===== src/rtl/core/qsm_pkg.sv =====
// Package for the QAM symbol mapper: mode codes, constellation constants
// and the job records that pass from the front end to the back end.
// No dependencies.
package qsm_pkg;

   // Configuration port geometry: one register at byte address 0.
   localparam int CsrAddrWidth = 3;
   localparam int CsrDataWidth = 32;
   localparam logic [0:0] RegMode = 1'b0;

   // Depth of the job queue between front end and back end.
   localparam int QueueDepth    = 2;
   localparam int QueuePtrWidth = $clog2(QueueDepth);
   localparam int QueueCntWidth = $clog2(QueueDepth + 1);

   // Symbols per job and width of one raw symbol.
   localparam int SymsPerJob = 4;
   localparam int SymWidth   = 6;

   typedef enum logic [1:0] {
      ModeQpsk  = 2'd0,
      ModeQam16 = 2'd1,
      ModeQam64 = 2'd2
   } mode_type;

   // One classified request: the raw symbols in emit order and the index
   // of the last valid one.
   typedef struct packed {
      mode_type                                kind;
      logic [1:0]                              last_idx;
      logic [SymsPerJob-1:0][SymWidth-1:0]     syms;
   } job_type;

   typedef struct packed {
      logic    valid;
      job_type job;
   } push_type;

   typedef struct packed {
      logic    valid;
      job_type job;
   } head_type;

endpackage


===== src/rtl/core/qsm_req_if.sv =====
// Request channel of the QAM symbol mapper: one data byte per request.
// Depends on nothing.
interface qsm_req_if;
   logic       valid;
   logic       ready;
   logic [7:0] data_byte;
   logic       block_end;

   modport source (output valid, output data_byte, output block_end, input ready);
   modport sink   (input valid, input data_byte, input block_end, output ready);
endinterface


===== src/rtl/core/qsm_rsp_if.sv =====
// Result channel of the QAM symbol mapper: one constellation point per item.
// Depends on nothing.
interface qsm_rsp_if;
   logic               valid;
   logic               ready;
   logic signed [15:0] i_value;
   logic signed [15:0] q_value;
   logic               run_last;

   modport source (output valid, output i_value, output q_value, output run_last,
                   input ready);
   modport sink   (input valid, input i_value, input q_value, input run_last,
                   output ready);
endinterface


===== src/rtl/core/qam_symbol_mapper.sv =====
// Top level of the QAM symbol mapper: mode register on the APB-style port,
// front end, job queue and back end. Uses qsm_pkg, qsm_req_if, qsm_rsp_if.
//
//   Channel   Direction  Carries
//   req_chan  in         data_byte[7:0], block_end
//   rsp_chan  out        i_value[15:0], q_value[15:0] (Q4.12), run_last
//   csr_*     in/out     mode register at byte address 0
//
// The result register emits one point per cycle while rsp_chan.ready is high,
// and a request yields four points in QPSK, two in 16-QAM and one or two in
// 64-QAM, as the back end's symbol walk sets. The front end takes a request in
// the cycle it arrives while the two-entry job queue has room, so a stalled
// result channel backs up into the queue before req_chan.ready drops.
// Reset is synchronous and clears the mode, the packing state and the queue.
module qam_symbol_mapper
   import qsm_pkg::*;
(
   input  logic                    clock,
   input  logic                    reset,
   qsm_req_if.sink                 req_chan,
   qsm_rsp_if.source               rsp_chan,
   input  logic                    csr_psel,
   input  logic                    csr_penable,
   input  logic                    csr_pwrite,
   input  logic [CsrAddrWidth-1:0] csr_paddr,
   input  logic [CsrDataWidth-1:0] csr_pwdata,
   output logic [CsrDataWidth-1:0] csr_prdata,
   output logic                    csr_pready
);

   logic [1:0] mode_ff, mode_in;
   logic       csr_write;
   logic       mode_hit;
   push_type   push;
   head_type   head;
   logic       queue_full;
   logic       pop;

   // Configuration port: mode register only.
   assign csr_pready = 1'b1;
   assign mode_hit   = (csr_paddr[2:2] == RegMode);
   assign csr_write  = csr_psel && csr_penable && csr_pwrite && csr_pready && mode_hit;
   assign mode_in    = csr_write ? csr_pwdata[1:0] : mode_ff;
   assign csr_prdata = mode_hit ? {{(CsrDataWidth - 2){1'b0}}, mode_ff} : '0;

   always_ff @(posedge clock) begin
      if (reset) begin
         mode_ff <= ModeQpsk;
      end else begin
         mode_ff <= mode_in;
      end
   end

   qsm_front u_front (
      .clock      (clock),
      .reset      (reset),
      .mode       (mode_ff),
      .clear      (csr_write),
      .req_chan   (req_chan),
      .queue_full (queue_full),
      .push       (push)
   );

   qsm_job_queue u_queue (
      .clock (clock),
      .reset (reset),
      .push  (push),
      .full  (queue_full),
      .pop   (pop),
      .head  (head)
   );

   qsm_back u_back (
      .clock    (clock),
      .reset    (reset),
      .head     (head),
      .pop      (pop),
      .rsp_chan (rsp_chan)
   );

   // A job is never offered to a full queue.
   assert property (@(posedge clock) disable iff (reset) push.valid |-> !queue_full)
      else $error("job pushed into full queue");

   // The back end only retires a job that is present.
   assert property (@(posedge clock) disable iff (reset) pop |-> head.valid)
      else $error("pop from empty queue");

   // The queue comes out of reset empty.
   assert property (@(posedge clock) reset |=> !head.valid)
      else $error("queue not empty after reset");

endmodule


===== src/rtl/core/qsm_front.sv =====
// Front end of the QAM symbol mapper: accepts requests, splits each byte
// into raw symbols and keeps the 64-QAM packing state. Uses qsm_pkg.
module qsm_front
   import qsm_pkg::*;
(
   input  logic           clock,
   input  logic           reset,
   input  logic [1:0]     mode,
   input  logic           clear,
   qsm_req_if.sink        req_chan,
   input  logic           queue_full,
   output push_type       push
);

   localparam logic [1:0] PhaseFirst  = 2'd0;
   localparam logic [1:0] PhaseSecond = 2'd1;
   localparam logic [1:0] PhaseThird  = 2'd2;

   logic [1:0] phase_ff, phase_in;
   logic [3:0] left_ff, left_in;
   logic       accept;
   logic [7:0] b;
   logic       blk_end;

   assign req_chan.ready = !queue_full;
   assign accept         = req_chan.valid && req_chan.ready;
   assign b              = req_chan.data_byte;
   assign blk_end        = req_chan.block_end;

   // Classify the byte and work out the next packing state.
   always_comb begin
      phase_in  = phase_ff;
      left_in   = left_ff;
      push      = '0;
      case (mode)
         ModeQpsk: begin
            push.valid        = accept;
            push.job.kind     = ModeQpsk;
            push.job.last_idx = 2'd3;
            push.job.syms[0]  = {4'b0, b[7:6]};
            push.job.syms[1]  = {4'b0, b[5:4]};
            push.job.syms[2]  = {4'b0, b[3:2]};
            push.job.syms[3]  = {4'b0, b[1:0]};
            if (accept && blk_end) begin
               phase_in = PhaseFirst;
               left_in  = 4'b0;
            end
         end
         ModeQam16: begin
            push.valid        = accept;
            push.job.kind     = ModeQam16;
            push.job.last_idx = 2'd1;
            push.job.syms[0]  = {2'b0, b[7:4]};
            push.job.syms[1]  = {2'b0, b[3:0]};
            if (accept && blk_end) begin
               phase_in = PhaseFirst;
               left_in  = 4'b0;
            end
         end
         ModeQam64: begin
            push.valid    = accept;
            push.job.kind = ModeQam64;
            case (phase_ff)
               PhaseSecond: begin
                  push.job.syms[0]  = {left_ff[1:0], b[7:4]};
                  push.job.syms[1]  = {b[3:0], 2'b0};
                  push.job.last_idx = blk_end ? 2'd1 : 2'd0;
                  if (accept) begin
                     phase_in = PhaseThird;
                     left_in  = b[3:0];
                  end
               end
               PhaseThird: begin
                  push.job.syms[0]  = {left_ff, b[7:6]};
                  push.job.syms[1]  = b[5:0];
                  push.job.last_idx = 2'd1;
                  if (accept) begin
                     phase_in = PhaseFirst;
                     left_in  = 4'b0;
                  end
               end
               default: begin
                  // Phase one, and the phase code that never arises.
                  push.job.syms[0]  = b[7:2];
                  push.job.syms[1]  = {b[1:0], 4'b0};
                  push.job.last_idx = blk_end ? 2'd1 : 2'd0;
                  if (accept) begin
                     phase_in = PhaseSecond;
                     left_in  = {2'b0, b[1:0]};
                  end
               end
            endcase
            if (accept && blk_end) begin
               phase_in = PhaseFirst;
               left_in  = 4'b0;
            end
         end
         default: begin
            // Unsupported mode: the request is taken and dropped.
         end
      endcase
      if (clear) begin
         phase_in = PhaseFirst;
         left_in  = 4'b0;
      end
   end

   // Packing state registers.
   always_ff @(posedge clock) begin
      if (reset) begin
         phase_ff <= PhaseFirst;
         left_ff  <= 4'b0;
      end else begin
         phase_ff <= phase_in;
         left_ff  <= left_in;
      end
   end

endmodule


===== src/rtl/core/qsm_job_queue.sv =====
// Short job queue between the front end and the back end of the QAM
// symbol mapper. Uses qsm_pkg.
module qsm_job_queue
   import qsm_pkg::*;
(
   input  logic     clock,
   input  logic     reset,
   input  push_type push,
   output logic     full,
   input  logic     pop,
   output head_type head
);

   job_type                  entries [QueueDepth];
   logic [QueuePtrWidth-1:0] wr_ptr_ff, wr_ptr_in;
   logic [QueuePtrWidth-1:0] rd_ptr_ff, rd_ptr_in;
   logic [QueueCntWidth-1:0] count_ff, count_in;
   logic                     do_push;
   logic                     do_pop;

   assign full       = (count_ff == QueueCntWidth'(QueueDepth));
   assign do_push    = push.valid && !full;
   assign do_pop     = pop && (count_ff != '0);
   assign head.valid = (count_ff != '0);
   assign head.job   = entries[rd_ptr_ff];

   // Pointer and fill count update.
   always_comb begin
      wr_ptr_in = wr_ptr_ff;
      rd_ptr_in = rd_ptr_ff;
      count_in  = count_ff;
      if (do_push) begin
         wr_ptr_in = (wr_ptr_ff == QueuePtrWidth'(QueueDepth - 1)) ? '0
                                                                  : wr_ptr_ff + 1'b1;
      end
      if (do_pop) begin
         rd_ptr_in = (rd_ptr_ff == QueuePtrWidth'(QueueDepth - 1)) ? '0
                                                                  : rd_ptr_ff + 1'b1;
      end
      if (do_push && !do_pop) begin
         count_in = count_ff + 1'b1;
      end else if (do_pop && !do_push) begin
         count_in = count_ff - 1'b1;
      end
   end

   always_ff @(posedge clock) begin
      if (reset) begin
         wr_ptr_ff <= '0;
         rd_ptr_ff <= '0;
         count_ff  <= '0;
      end else begin
         wr_ptr_ff <= wr_ptr_in;
         rd_ptr_ff <= rd_ptr_in;
         count_ff  <= count_in;
      end
   end

   // Entry storage; no reset needed for payload.
   always_ff @(posedge clock) begin
      if (do_push) begin
         entries[wr_ptr_ff] <= push.job;
      end
   end

endmodule


===== src/rtl/core/qsm_back.sv =====
// Back end of the QAM symbol mapper: walks the symbols of the head job,
// maps each to an (I, Q) point and holds it in the output register.
// Uses qsm_pkg.
module qsm_back
   import qsm_pkg::*;
(
   input  logic      clock,
   input  logic      reset,
   input  head_type  head,
   output logic      pop,
   qsm_rsp_if.source rsp_chan
);

   localparam logic signed [15:0] QpskMag    = 16'sd2896;
   localparam logic signed [15:0] Qam16Inner = 16'sd4096;
   localparam logic signed [15:0] Qam16Outer = 16'sd12288;
   localparam logic signed [15:0] Qam64Amp1  = 16'sd632;
   localparam logic signed [15:0] Qam64Amp3  = 16'sd1896;
   localparam logic signed [15:0] Qam64Amp5  = 16'sd3160;
   localparam logic signed [15:0] Qam64Amp7  = 16'sd4424;

   logic [1:0]         sym_idx_ff, sym_idx_in;
   logic               rsp_valid_ff, rsp_valid_in;
   logic signed [15:0] rsp_i_ff, rsp_i_in;
   logic signed [15:0] rsp_q_ff, rsp_q_in;
   logic               rsp_last_ff, rsp_last_in;
   logic               out_free;
   logic               load;
   logic               is_last;
   logic [5:0]         sym;
   logic signed [15:0] map_i;
   logic signed [15:0] map_q;

   function automatic logic signed [15:0] qpsk_level(input logic neg);
      return neg ? -QpskMag : QpskMag;
   endfunction

   function automatic logic signed [15:0] qam16_level(input logic [1:0] y);
      logic signed [15:0] lvl;
      case (y)
         2'd0:    lvl = -Qam16Outer;
         2'd1:    lvl = -Qam16Inner;
         2'd2:    lvl = Qam16Inner;
         default: lvl = Qam16Outer;
      endcase
      return lvl;
   endfunction

   function automatic logic signed [15:0] qam64_level(input logic neg,
                                                      input logic [1:0] sel);
      logic signed [15:0] amp;
      case (sel)
         2'd0:    amp = Qam64Amp3;
         2'd1:    amp = Qam64Amp1;
         2'd2:    amp = Qam64Amp5;
         default: amp = Qam64Amp7;
      endcase
      return neg ? -amp : amp;
   endfunction

   assign sym      = head.job.syms[sym_idx_ff];
   assign is_last  = (sym_idx_ff == head.job.last_idx);
   assign out_free = !rsp_valid_ff || rsp_chan.ready;
   assign load     = head.valid && out_free;
   assign pop      = load && is_last;

   // Constellation lookup for the current symbol.
   always_comb begin
      case (head.job.kind)
         ModeQpsk: begin
            map_i = qpsk_level(sym[1]);
            map_q = qpsk_level(sym[0]);
         end
         ModeQam16: begin
            map_i = qam16_level({sym[0] ^ sym[1], sym[0]});
            map_q = qam16_level({sym[2] ^ sym[3], sym[1] ^ sym[2]});
         end
         ModeQam64: begin
            map_i = qam64_level(sym[5], {sym[3], sym[1]});
            map_q = qam64_level(sym[4], {sym[2], sym[0]});
         end
         default: begin
            map_i = '0;
            map_q = '0;
         end
      endcase
   end

   // Symbol walk and output register.
   always_comb begin
      sym_idx_in   = sym_idx_ff;
      rsp_valid_in = rsp_valid_ff;
      rsp_i_in     = rsp_i_ff;
      rsp_q_in     = rsp_q_ff;
      rsp_last_in  = rsp_last_ff;
      if (out_free) begin
         rsp_valid_in = head.valid;
      end
      if (load) begin
         rsp_i_in    = map_i;
         rsp_q_in    = map_q;
         rsp_last_in = is_last;
         sym_idx_in  = is_last ? 2'd0 : sym_idx_ff + 2'd1;
      end
   end

   always_ff @(posedge clock) begin
      if (reset) begin
         sym_idx_ff   <= 2'd0;
         rsp_valid_ff <= 1'b0;
      end else begin
         sym_idx_ff   <= sym_idx_in;
         rsp_valid_ff <= rsp_valid_in;
      end
   end

   always_ff @(posedge clock) begin
      rsp_i_ff    <= rsp_i_in;
      rsp_q_ff    <= rsp_q_in;
      rsp_last_ff <= rsp_last_in;
   end

   assign rsp_chan.valid    = rsp_valid_ff;
   assign rsp_chan.i_value  = rsp_i_ff;
   assign rsp_chan.q_value  = rsp_q_ff;
   assign rsp_chan.run_last = rsp_last_ff;

endmodule

===== src/flat_wrapper.sv =====
// flat-port wrapper written by rule: the top's interface ports become plain ports
module qam_symbol_mapper_flat import qsm_pkg::*;
  (clock, reset, csr_psel, csr_penable, csr_pwrite, csr_paddr, csr_pwdata, csr_prdata, csr_pready, req_chan_valid, req_chan_data_byte, req_chan_block_end, req_chan_ready, rsp_chan_valid, rsp_chan_i_value, rsp_chan_q_value, rsp_chan_run_last, rsp_chan_ready);
  qsm_req_if req_chan_i ();
  qsm_rsp_if rsp_chan_i ();
  input  logic clock;
  input  logic reset;
  input  logic csr_psel;
  input  logic csr_penable;
  input  logic csr_pwrite;
  input  logic [CsrAddrWidth-1:0] csr_paddr;
  input  logic [CsrDataWidth-1:0] csr_pwdata;
  output logic [CsrDataWidth-1:0] csr_prdata;
  output logic csr_pready;
  input wire logic [$bits(req_chan_i.valid)-1:0] req_chan_valid;
  input wire logic [$bits(req_chan_i.data_byte)-1:0] req_chan_data_byte;
  input wire logic [$bits(req_chan_i.block_end)-1:0] req_chan_block_end;
  output wire logic [$bits(req_chan_i.ready)-1:0] req_chan_ready;
  output wire logic [$bits(rsp_chan_i.valid)-1:0] rsp_chan_valid;
  output wire logic [$bits(rsp_chan_i.i_value)-1:0] rsp_chan_i_value;
  output wire logic [$bits(rsp_chan_i.q_value)-1:0] rsp_chan_q_value;
  output wire logic [$bits(rsp_chan_i.run_last)-1:0] rsp_chan_run_last;
  input wire logic [$bits(rsp_chan_i.ready)-1:0] rsp_chan_ready;
  assign req_chan_i.valid = req_chan_valid;
  assign req_chan_i.data_byte = req_chan_data_byte;
  assign req_chan_i.block_end = req_chan_block_end;
  assign req_chan_ready = req_chan_i.ready;
  assign rsp_chan_valid = rsp_chan_i.valid;
  assign rsp_chan_i_value = rsp_chan_i.i_value;
  assign rsp_chan_q_value = rsp_chan_i.q_value;
  assign rsp_chan_run_last = rsp_chan_i.run_last;
  assign rsp_chan_i.ready = rsp_chan_ready;
  qam_symbol_mapper u_core (.clock(clock), .reset(reset), .req_chan(req_chan_i), .rsp_chan(rsp_chan_i), .csr_psel(csr_psel), .csr_penable(csr_penable), .csr_pwrite(csr_pwrite), .csr_paddr(csr_paddr), .csr_pwdata(csr_pwdata), .csr_prdata(csr_prdata), .csr_pready(csr_pready));
endmodule

===== config.mk =====
export PLATFORM = sky130hd
export DESIGN_NAME = qam_symbol_mapper_flat
export DESIGN_NICKNAME = d
export VERILOG_FILES = /design/src/rtl/core/qsm_pkg.sv /design/src/rtl/core/qsm_req_if.sv /design/src/rtl/core/qsm_rsp_if.sv /design/src/rtl/core/qam_symbol_mapper.sv /design/src/rtl/core/qsm_front.sv /design/src/rtl/core/qsm_job_queue.sv /design/src/rtl/core/qsm_back.sv /design/src/flat_wrapper.sv
export SDC_FILE = /design/constraint.sdc
export NUM_CORES = 1
export LEC_CHECK = 0
export BUFFER_PORTS_ARGS = -buffer_cell sky130_fd_sc_hd__clkbuf_2
export CORE_MARGIN = 2
export CORE_UTILIZATION = 35
export CTS_CLUSTER_DIAMETER = 150
export DETAILED_ROUTE_END_ITERATION = 8
export SYNTH_ARGS = -nofsm -noshare
export SYNTH_HDL_FRONTEND = slang
export SYNTH_SLANG_ARGS = --single-unit
export TNS_END_PERCENT = 50

===== constraint.sdc =====
create_clock -name clock -period 4.3 [get_ports clock]
set_input_delay 0.43 -clock clock [delete_from_list [all_inputs] [get_ports clock]]
set_output_delay 0.43 -clock clock [all_outputs]
set_load 0.02 [all_outputs]

### Word level (Yosys, flattened, before mapping)

Memory sizes are Yosys's and may differ from the RTL's. A register that Yosys moved wholly into a read port is not among the register bits.
Cells that the tools add are included.

| word-level totals | value |
|---|---|
| register bits after elaboration | 48 |
| bits in writable memories | 48 |
| input port bits | 51 |
| logic and storage cells | 114 |
| memories | 1 |

Memories:

| memory | words | bits a word | rd ports | clocked after Yosys merged registers in | wr ports | line | text |
|---|---|---|---|---|---|---|---|
| u_core.u_queue.entries | 2 | 24 | 1 | 1 | 1 | qsm_job_queue.sv:14 | `job_type entries [QueueDepth];` |

| operators by class | value |
|---|---|
| add/sub/neg operators | 7 |
| magnitude comparators | 1 |
| equal/unequal tests | 18 |
| muxes and demuxes | 44 |
| bitwise operators | 4 |
| reductions and logical operators | 28 |

Operators with widths:

| cell | number |
|---|---|
| $pmux W16 S3 | 4 |
| $mux W16 | 6 |
| $pmux W13 S3 | 2 |
| $pmux W12 S3 | 1 |
| $neg A16 Y16 | 2 |
| $pmux W12 S2 | 1 |
| $mux W4 | 5 |
| $mux W2 | 9 |
| $eq A2 B2 Y1 const B | 8 |
| $pmux W4 S2 | 2 |
| $pmux W5 S3 | 1 |
| $eq A2 B1 Y1 const B | 7 |
| $bmux W6 S2 | 1 |
| $logic_not A2 Y1 | 6 |
| $logic_and A1 B1 Y1 | 11 |
| $mux W1 | 8 |
| $mux W8 | 1 |
| $pmux W2 S2 | 2 |
| $mux W6 | 1 |
| $reduce_bool A2 Y1 | 3 |
| $add A2 B1 Y2 const B | 2 |
| $logic_not A1 Y1 | 4 |
| $reduce_or A2 Y1 | 2 |
| $lt A2 B3 Y1 const B | 1 |
| other kinds (9) | 12 |

### Logic depth before layout (Yosys ltp)

Gate-level depths: netlist of the first run.

| depth | value |
|---|---|
| depth in word-level cells | 9 |
| depth in mapped cells | 10 |

### Hierarchy

A second synthesis of the first run with hierarchy kept.

| unflattened totals | value |
|---|---|
| cells, all modules | 399 |
| area total of the unflattened synthesis | 4943.5 sq um |

Modules (own cells, without submodules):

| module | instances | cells an instance | area an instance (sq um) |
|---|---|---|---|
| qsm_job_queue | 1 | 112 | 2237.1 |
| qsm_back | 1 | 143 | 1627.8 |
| qsm_front | 1 | 99 | 714.4 |
| qam_symbol_mapper | 1 | 45 | 364.1 |

### Least setup slack after synthesis of the first run

Ideal clock, no wire load.

| timing | value |
|---|---|
| path kind | flip-flop to flip-flop |
| start | register u_core.u_queue.count_ff[0] |
| end | memory u_core.u_queue.entries[0][0] (netlist bit), enable pin |
| arrival time | 1881 ps |
| required time | 3901 ps |
| slack | 2020 ps |
| cell stages (with the launch flop) | 4 |
| buffers on the path | 0 |
| cell sequence | dfxtp_1 nand2b_1 and3_1 nor2b_1 |

| between the ends | value |
|---|---|
| longest elaborated chain between the ends | 7 |

RTL lines:

| item | line | text |
|---|---|---|
| start: declaration | qsm_job_queue.sv:17 | `logic [QueueCntWidth-1:0] count_ff, count_in;` |
| start signal: assignment | qsm_job_queue.sv:55 | `count_ff <= count_in;` |
| $eq A2 B2 Y1 (*) | qsm_job_queue.sv:21 | `assign full = (count_ff == QueueCntWidth'(QueueDepth));` |
| $logic_not A1 Y1 (*) | qsm_front.sv:25 | `assign req_chan.ready = !queue_full;` |
| named net req_chan_ready | flat_wrapper.sv:18 | `output wire logic [$bits(req_chan_i.ready)-1:0] req_chan_ready;` |
| $logic_and A1 B1 Y1 | qsm_front.sv:26 | `assign accept = req_chan.valid && req_chan.ready;` |
| $pmux W5 S3 | qsm_front.sv:35 | `case (mode)` |
| $logic_and A1 B1 Y1 (*) | qsm_job_queue.sv:22 | `assign do_push = push.valid && !full;` |
| named net u_core.u_queue.do_push | qsm_job_queue.sv:18 | `logic do_push;` |
| $mux W1 (*) | qsm_job_queue.sv:61 | `if (do_push) begin` |
| $mux W1 (not written as such) (*) | qsm_job_queue.sv:62 | `entries[wr_ptr_ff] <= push.job;` |
| end: declaration | qsm_job_queue.sv:14 |  |

Mark *: on every way through the listed nets, which the timed path passes. The rest lies on a longest branch.

==> impl_summary.md, run 1 <==
Outcome
The flow ran to the end, and the final reports show no timing, DRC or antenna violations.

Floorplan
The initial core utilization is 35.95%. In this run the count of I/O pins placed on the die edge is 119. The area of the core is 0.01147 mm^2. In this run the core area contains 39 standard-cell rows.

The die height is 112.5 um. The area of the die is 0.01266 mm^2. The floorplan step set the die width to 112.5 um.

Global routing
The global routing met1 resource utilization is 15.87%. The first global-routing pass estimated 11910 um of wire. For this run, the total global-route usage over all layers was measured as 12.03%. The via count of the first global-routing pass was 2323.

For this run, global-route usage on met2 was measured as 18.15%. The initial antenna violation count is 0. The total congestion overflow after global routing is 0. The fraction of met3 tracks used by global routing is 4.644%. The maximum number of pins on one net before global-route repair is 26.

The most used routing layer is met2.

Clocking
The number of sinks driven by the clock tree is 80. In this run the deepest clock path goes through 2 buffers. The CTS tree is done.

Gates resized during post-CTS repair numbered 0. After clock tree synthesis, the clock-pin slew on the worst setup and hold paths is 0.06 ns. The clock latency on the worst-skew pair is 0.33 ns. The root buffer cell chosen for the clock tree is sky130_fd_sc_hd__clkbuf_16. The post-CTS setup-driven buffer insertion count is 0.

TritonCTS created 9 clock buffers. The number of levels in the clock H-tree is 3. For this design, the CTS-stage hold fixing added 0 buffers.

Setup path
The worst setup path is of the flop to flop kind. The worst setup path is captured at a flop. The signal on the critical path passes through buf_4 > mux4_2 > mux2i_4 > inv_1 > ha_1 > nor2_1 > xnor2_1 > o22ai_1. Setup slack on the worst reg-to-reg path comes out at 1.49 ns.

The slowest stage of the critical path is the sky130_fd_sc_hd__mux4_2 cell. In this design, the stage delay of the slowest critical-path cell is 0.58 ns. The worst setup path is launched from a flop.

The number of cells on the worst reg-to-reg path is 8. The largest driver fanout on the critical path is 8. The number of buffers and inverters on the critical path is 2. The endpoint of the most critical register-to-register path is u_core.u_back.rsp_chan.i_value[9].

The family of cells with the greatest summed delay on the critical path is multiplexers. The critical path required time is 4.36 ns. The arrival time of the worst setup path is 2.87 ns.

Drt
The first routing iteration left 141 violations. The pre-antenna-repair detailed-routing pass consisted of 4 iterations. For this block, the routed nets add up to 7290 um of wire.

The number of remaining DRC errors is 0. The number of vias in the routed layout is 2549. After detailed routing, the average wire length per cell comes to 13.78 um.

The via density per instance is 4.819. The count of antenna-violating nets left after detailed routing is 0.

Timing
Setup violations remaining at the end of the flow were counted as 0. Headroom to the max-slew limit came out at 35.01%. The final hold violation count is 0. Setup repair after global routing left no endpoint under its margin. Static timing analysis puts the maximum clock frequency at 356.1 MHz. The post-route setup TNS is 0 ns. The worst path uses 65.30% of the clock period. The final max-slew violation count is 0. Between clock sinks in the finished design, the worst skew comes to 0.006426 ns.

The clock period could shrink to 2.808 ns. The slew at the pin closest to its max-slew limit is 0.9739 ns.

Synthesis
The number of instances in the synthesized netlist is 339. The mapped netlist covers 0.004123 mm^2. The synthesized area per cell is 12.16 um^2. The number of library cell types mapped by synthesis is 48.

After synthesis the netlist holds a flip-flop and latch count of 80. Sequential cells were found to cover 54.39% of the synthesized design area. The count of yosys warnings during synthesis is 0.

Cells and area
The most common cell after layout, fill and taps aside is sky130_fd_sc_hd__edfxtp_1. The net count of the finished layout is 443. In the final layout, the share of cells above drive strength 1 is 22.02%. In the layout the commonest cells are 64 x sky130_fd_sc_hd__edfxtp_1, 49 x sky130_fd_sc_hd__clkbuf_2, 37 x sky130_fd_sc_hd__conb_1. The total of fill cells in the finished design is 1076.

Relative to the synthesized area, the layout overhead comes to 11.93%. The final antenna diode count is 0. The combined area of the multi-input logic cells is 0.001593 mm^2. The total area of sequential cells is 0.002242 mm^2.

Flow run
Across the run, the number of max-cap violations was 0.

Placement
The weighted congestion at the end of routability-driven global placement is 0.7578. Detailed placement finished with a half-perimeter wire length of 5157 um. The total of buffers placed on input and output ports is 49.

Worst hold path
Counting instances, the worst hold path has a depth of 3. The worst hold path terminates at u_core.mode_ff[1]. The min-delay analysis places its worst path in the category input port to flop.

In this run the most critical hold path is launched from csr_pwdata[1].

Power and ir drop
The maximum vdd ir drop is 0.4488 mV. The overall power consumption is 2.813 mW. The power density over the cells is 609.6 mW/mm^2. The analysis attributes to cell leakage a power of 1.751 nW.
synth_stat cells (all sizes together):
cell / number / area [um^2]
a22o: 5 / 43.79
a21oi: 15 / 75.07
xnor2: 10 / 87.58
inv: 11 / 41.29
and3: 2 / 12.51
a211oi: 2 / 15.01
a31o: 2 / 17.52
or3: 2 / 12.51
o31ai: 1 / 7.510
and2: 5 / 31.28
o32ai: 3 / 26.28
ha: 11 / 137.6
o21ai: 11 / 55.05
clkbuf: 10 / 37.54
nand4b: 1 / 8.760
conb: 2 / 7.510
nand2: 10 / 47.55
a21o: 2 / 15.01
or4: 1 / 7.510
o22ai: 8 / 56.30
buf: 45 / 340.3
mux2: 2 / 22.52
edfxtp: 64 / 1922
nor2b: 7 / 43.79
xor2: 8 / 70.07
nor2: 30 / 112.6
nand3: 2 / 10.01
nand2b: 4 / 25.02
nor3: 8 / 40.04
and4b: 1 / 10.01
mux4: 8 / 180.2
a32oi: 2 / 17.52
o211ai: 3 / 22.52
dfxtp: 16 / 320.3
nor3b: 1 / 7.510
a22oi: 10 / 75.07
and3b: 1 / 8.760
nor4: 1 / 6.260
mux2i: 12 / 145.1
worst min-delay path: stages:
cell and delay (ns):
sky130_fd_sc_hd__clkbuf_2 0.07, sky130_fd_sc_hd__mux2i_1 0.05, sky130_fd_sc_hd__nor2_1 0.07
worst max-delay path by stage:
stage	startpoint	end	slack, ns	cells after the start
floorplan	u_core.u_queue.count_ff[0]	u_core.u_queue.entries[0][0]	2.02	3
global placement	flop	u_core.u_back.rsp_chan.i_value[9]	1.43	8
detailed placement	flop	u_core.u_back.rsp_chan.i_value[9]	1.45	8
CTS	flop	u_core.u_back.rsp_chan.i_value[9]	1.44	8
global route	flop	u_core.u_back.rsp_chan.i_value[9]	1.29	8
finish	flop	u_core.u_back.rsp_chan.i_value[9]	1.49	8
cells by family after synthesis:
logic type,share of synthesized area [%]
compound gates,10.35
xor+xnor,3.824
fa+ha+maj,3.338
buf+inv,10.17
flops,54.39
mux,8.437
other cells,0.1822
simple gates,9.317
per-layer routing:
metal  up-vias  wire length (um)
li1       1250                 -
met1      1207              3417
met2        86              3332
met3         6               473
met4         0                68
met5         -                 0
power breakdown:
group | leakage [nW] | switching (mW) | internal (mW)
Combinational | 0.870 | 0.594 | 0.334
Clock | 0.145 | 0.288 | 0.464
Sequential | 0.736 | 0.0734 | 1.06
state kept, by name, summed over array words and instances, names as in the netlist, named ones only:
signal and flops:
u_core.u_queue.count_ff 2, u_core.u_back.rsp_chan.run_last 1, u_core.u_queue.wr_ptr_ff 1, u_core.u_front.phase_ff 2
u_core.u_front.left_ff 4, u_core.mode_ff 2, u_core.u_back.sym_idx_ff 2, u_core.u_queue.rd_ptr_ff 1
u_core.u_back.rsp_chan.i_value 12, u_core.u_back.rsp_chan.valid 1, u_core.u_back.rsp_chan.q_value 11, u_core.u_queue.entries 40
final cells by class:
cell class,count,share of cell area [%]
clock buffer,11,5.260
tap,143,3.877
inverter,11,0.8948
multi-input combinational,228,34.52
sequential,80,48.59
timing repair buffer,51,5.640
clock inverter,5,1.220
stage by stage:
step	instance area (um^2)	std cells	worst slack (ns)	hold WS, ns	util [%]
2_1_floorplan	4254	374	2.020	0.4450	-
6_report	4614	529	1.492	0.3288	40.24
3_5_place_dp	4315	513	1.449	0.4675	37.63
3_3_place_gp	4315	513	1.435	0.4642	37.63
4_1_cts	4614	529	1.436	0.3100	40.24
5_1_grt	4614	529	1.294	0.3406	40.24
Power figures use the tool's default switching activity.
==> run 2, diff against run 1 <==
==> constraint.sdc (replaced) <==
create_clock -name clock -period 2.7 [get_ports clock]
set_input_delay 0.27 -clock clock [delete_from_list [all_inputs] [get_ports clock]]
set_output_delay 0.27 -clock clock [all_outputs]
set_load 0.02 [all_outputs]
==> run 2 against run 1 <==
Effect of this change: fmax increased by 16%; largest cell class unchanged; critical path depth decreased by 1; highest routed layer unchanged; die area unchanged; critical endpoint is now u_core.u_back.rsp_chan.q_value[5]; clock skew increased by 0.0014 ns.
==> impl_summary.md, run 2 (synthesis results as in run 1) <==
Clocking
The number of levels in the clock H-tree is 3 (unchanged). The buffer type at the clock tree root is sky130_fd_sc_hd__clkbuf_16. The post-CTS setup-driven buffer insertion count came to 0 (unchanged). The number of buffers on the longest clock path came to 2 (unchanged). The post-cts sizing count is 0 (unchanged).

The clock transition at the registers of the reported paths was 0.06 ns (about the same). The number of hold-repair buffers added at the cts stage is 0 (unchanged). The number of buffers added by the clock tree synthesis step is 9 (unchanged). The number of sinks driven by the clock tree came to 80 (unchanged). The CTS tree is done. The clock latency on the worst-skew pair is 0.33 ns (about the same).

Timing
The slew at the pin closest to its max-slew limit was 0.5012 ns (-0.4727 ns). The post-route setup TNS was 0 ns (unchanged). The shortest period the worst path allows is 2.418 ns (-0.3895 ns). The maximum frequency from static timing analysis came to 413.5 MHz (+16%).

The worst relative slew slack is 66.44% (+31 points). The portion of the clock cycle consumed by the worst path in the final layout is 89.57% (+24 points). The total setup violations reported at the end of the flow came to 0 (unchanged). The worst clock skew is 0.007840 ns (+0.001413 ns).

The minimum hold slack is 0.1666 ns (-0.1622 ns). The final max-slew violation count is 0 (unchanged). The final hold violation count is 0 (unchanged). Setup repair after global routing left no endpoint under its margin.

Floorplan
The total I/O pin count is 119 (unchanged). The area of the die is 0.01266 mm^2 (unchanged). The die height is 112.5 um (unchanged). The die width is 112.5 um (unchanged).

The area of the core is 0.01147 mm^2 (unchanged). The initial core utilization is 35.95% (unchanged). The number of rows created at floorplan was 39 (unchanged).

Setup path
The largest driver fanout on the critical path was 9 (+1). The critical path launch point is u_core.u_back.sym_idx_ff[0]. In this run the critical register-to-register path is launched from u_core.u_back.sym_idx_ff[0]. The worst register-to-register path ends at u_core.u_back.rsp_chan.q_value[5].

The kind of capture point of the worst setup path is a flop. The biggest cell delay along the critical path is 0.61 ns (+0.03 ns). The critical path goes through mux4_2 > mux2i_4 > inv_2 > ha_1 > nor2_1 > xnor2_1 > o22ai_1. The category of the most critical setup path is flop to flop. The reg2reg setup slack is 0.28 ns (-1.21 ns). The critical path required time came to 2.76 ns (-1.60 ns). The arrival time of the worst setup path came to 2.48 ns (-0.39 ns).

The depth of the worst register-to-register path is 7 (-1). The cell type of the slowest stage on the worst timing path is sky130_fd_sc_hd__dfxtp_1. The critical path startpoint category is a flop.

Global routing
The via count of the first global-routing pass is 2428 (+4.5%). The maximum number of pins on one net before global-route repair is 25 (-3.8%). The total congestion overflow after global routing is 0 (unchanged). The global-route usage over all layers is 12.36% (+0.32 points). The initial antenna violation count is 0 (unchanged).

The global-route wire length before repair is 12350 um (+3.7%).

Placement
The total of buffers placed on input and output ports is 49 (unchanged). The weighted congestion at the end of routability-driven global placement is 0.7549 (-0.38%). The half-perimeter wire length after placement is 5350 um (+3.7%).

Cells and area
The fraction of final layout cells with drive strength greater than 1 came to 24.56% (+2.5 points). The total of fill cells in the finished design is 1086 (+0.93%). Ranked by flip-flop count, first place goes to u_core.u_queue.entries. The most common cell after layout, fill and taps aside is sky130_fd_sc_hd__edfxtp_1. The number of nets in the final layout is 456 (+2.9%). The share of the core filled with cells is 41.03% (+0.79 points). In the layout the commonest cells are 64 x sky130_fd_sc_hd__edfxtp_1, 49 x sky130_fd_sc_hd__clkbuf_2, 37 x sky130_fd_sc_hd__conb_1.

The flip-flop count of the largest register, all copies and words added is 40 (unchanged). The final antenna diode count is 0 (unchanged). The area growth from synthesis to final layout is 14.11%.

Worst hold path
The startpoint of the lowest-slack hold path is csr_pwdata[0]. The class of the most critical hold timing path is input port to flop. The path with the worst hold slack has its endpoint at u_core.mode_ff[0]. The cell depth of the worst hold path is 3 (unchanged).

Drt
The number of DRC markers after the initial detailed-route iteration is 171 (+21%). The total routed wirelength is 7412 um (+1.7%). The number of remaining DRC errors was 0 (unchanged).

The first-pass iteration count of the detailed router came to 4 (unchanged). The average detailed-routed wire length per instance is 13.68 um (-0.77%). The number of vias in the routed layout is 2596 (+1.8%).

The via density per instance is 4.790 (-0.60%). The count of antenna-violating nets left after detailed routing is 0 (unchanged).

Power and ir drop
The standby leakage power is 1.805 nW (+3.1%). The power density over the cells is 961.5 mW/mm^2 (+58%). The maximum vdd ir drop is 0.6073 mV (+35%).

Outcome
The flow ran to the end, and the final reports show no timing, DRC or antenna violations.

Flow run
The number of violations of the max-capacitance limit is 0 (unchanged).
-- run 2: metal layers --
metal / track usage [%] / part of all wire, % / wire (um)
met1: 15.53 / 44 / 3268
met2: 20.04 / 48 / 3539
met3: 3.888 / 6.2 / 462
met4: 4.715 / 1.9 / 141
met5: 0 / 0 / 0
-- run 2: worst max-delay path, delay by kind of cell, from the launching register on --
family          cells  cell delay [ns]
flops               1             0.61
xor+xnor            1             0.17
fa+ha+maj           1             0.22
compound gates      1             0.12
buf+inv             1             0.14
mux                 2             0.73
simple gates        1             0.15
-- run 2: layout make-up --
| type | instances | area (um^2) | share of cell area (%) |
|---|---|---|---|
| Clock buffer | 11 | 232.7 | 4.947 |
| Clock inverter | 5 | 57.56 | 1.223 |
| Inverter | 11 | 41.29 | 0.8777 |
| Multi-Input combinational cell | 228 | 1593 | 33.86 |
| Sequential cell | 80 | 2243 | 47.69 |
| Tap cell | 143 | 178.9 | 3.803 |
| Timing Repair Buffer | 64 | 357.8 | 7.606 |
-- run 2: how the worst max path moves through the flow --
stage,to,slack (ns),cells past startpoint
global route,u_core.u_back.rsp_chan.q_value[5],0.1,7
detailed placement,u_core.u_back.rsp_chan.q_value[5],0.18,7
CTS,u_core.u_back.rsp_chan.q_value[5],0.11,7
finish,u_core.u_back.rsp_chan.q_value[5],0.28,7
global placement,u_core.u_back.rsp_chan.q_value[5],0.20,7
floorplan,u_core.u_queue.entries[0][0],0.42,3
-- run 2: through the flow --
step                total power, mW  std cells  area (um^2)  setup slack, ns
floorplan                     3.012        374         4254           0.4201
global placement              3.351        526         4413           0.2041
detailed placement            3.376        526         4413           0.1759
CTS                           4.564        542         4703           0.1101
global route                  4.801        542         4705          0.09680
finish                        4.524        542         4705           0.2817
-- run 2: power breakdown --
group,switching [mW],internal (mW)
Sequential,0.103,1.68
Combinational,0.980,0.577
Clock,0.465,0.714
Total,1.55,2.98
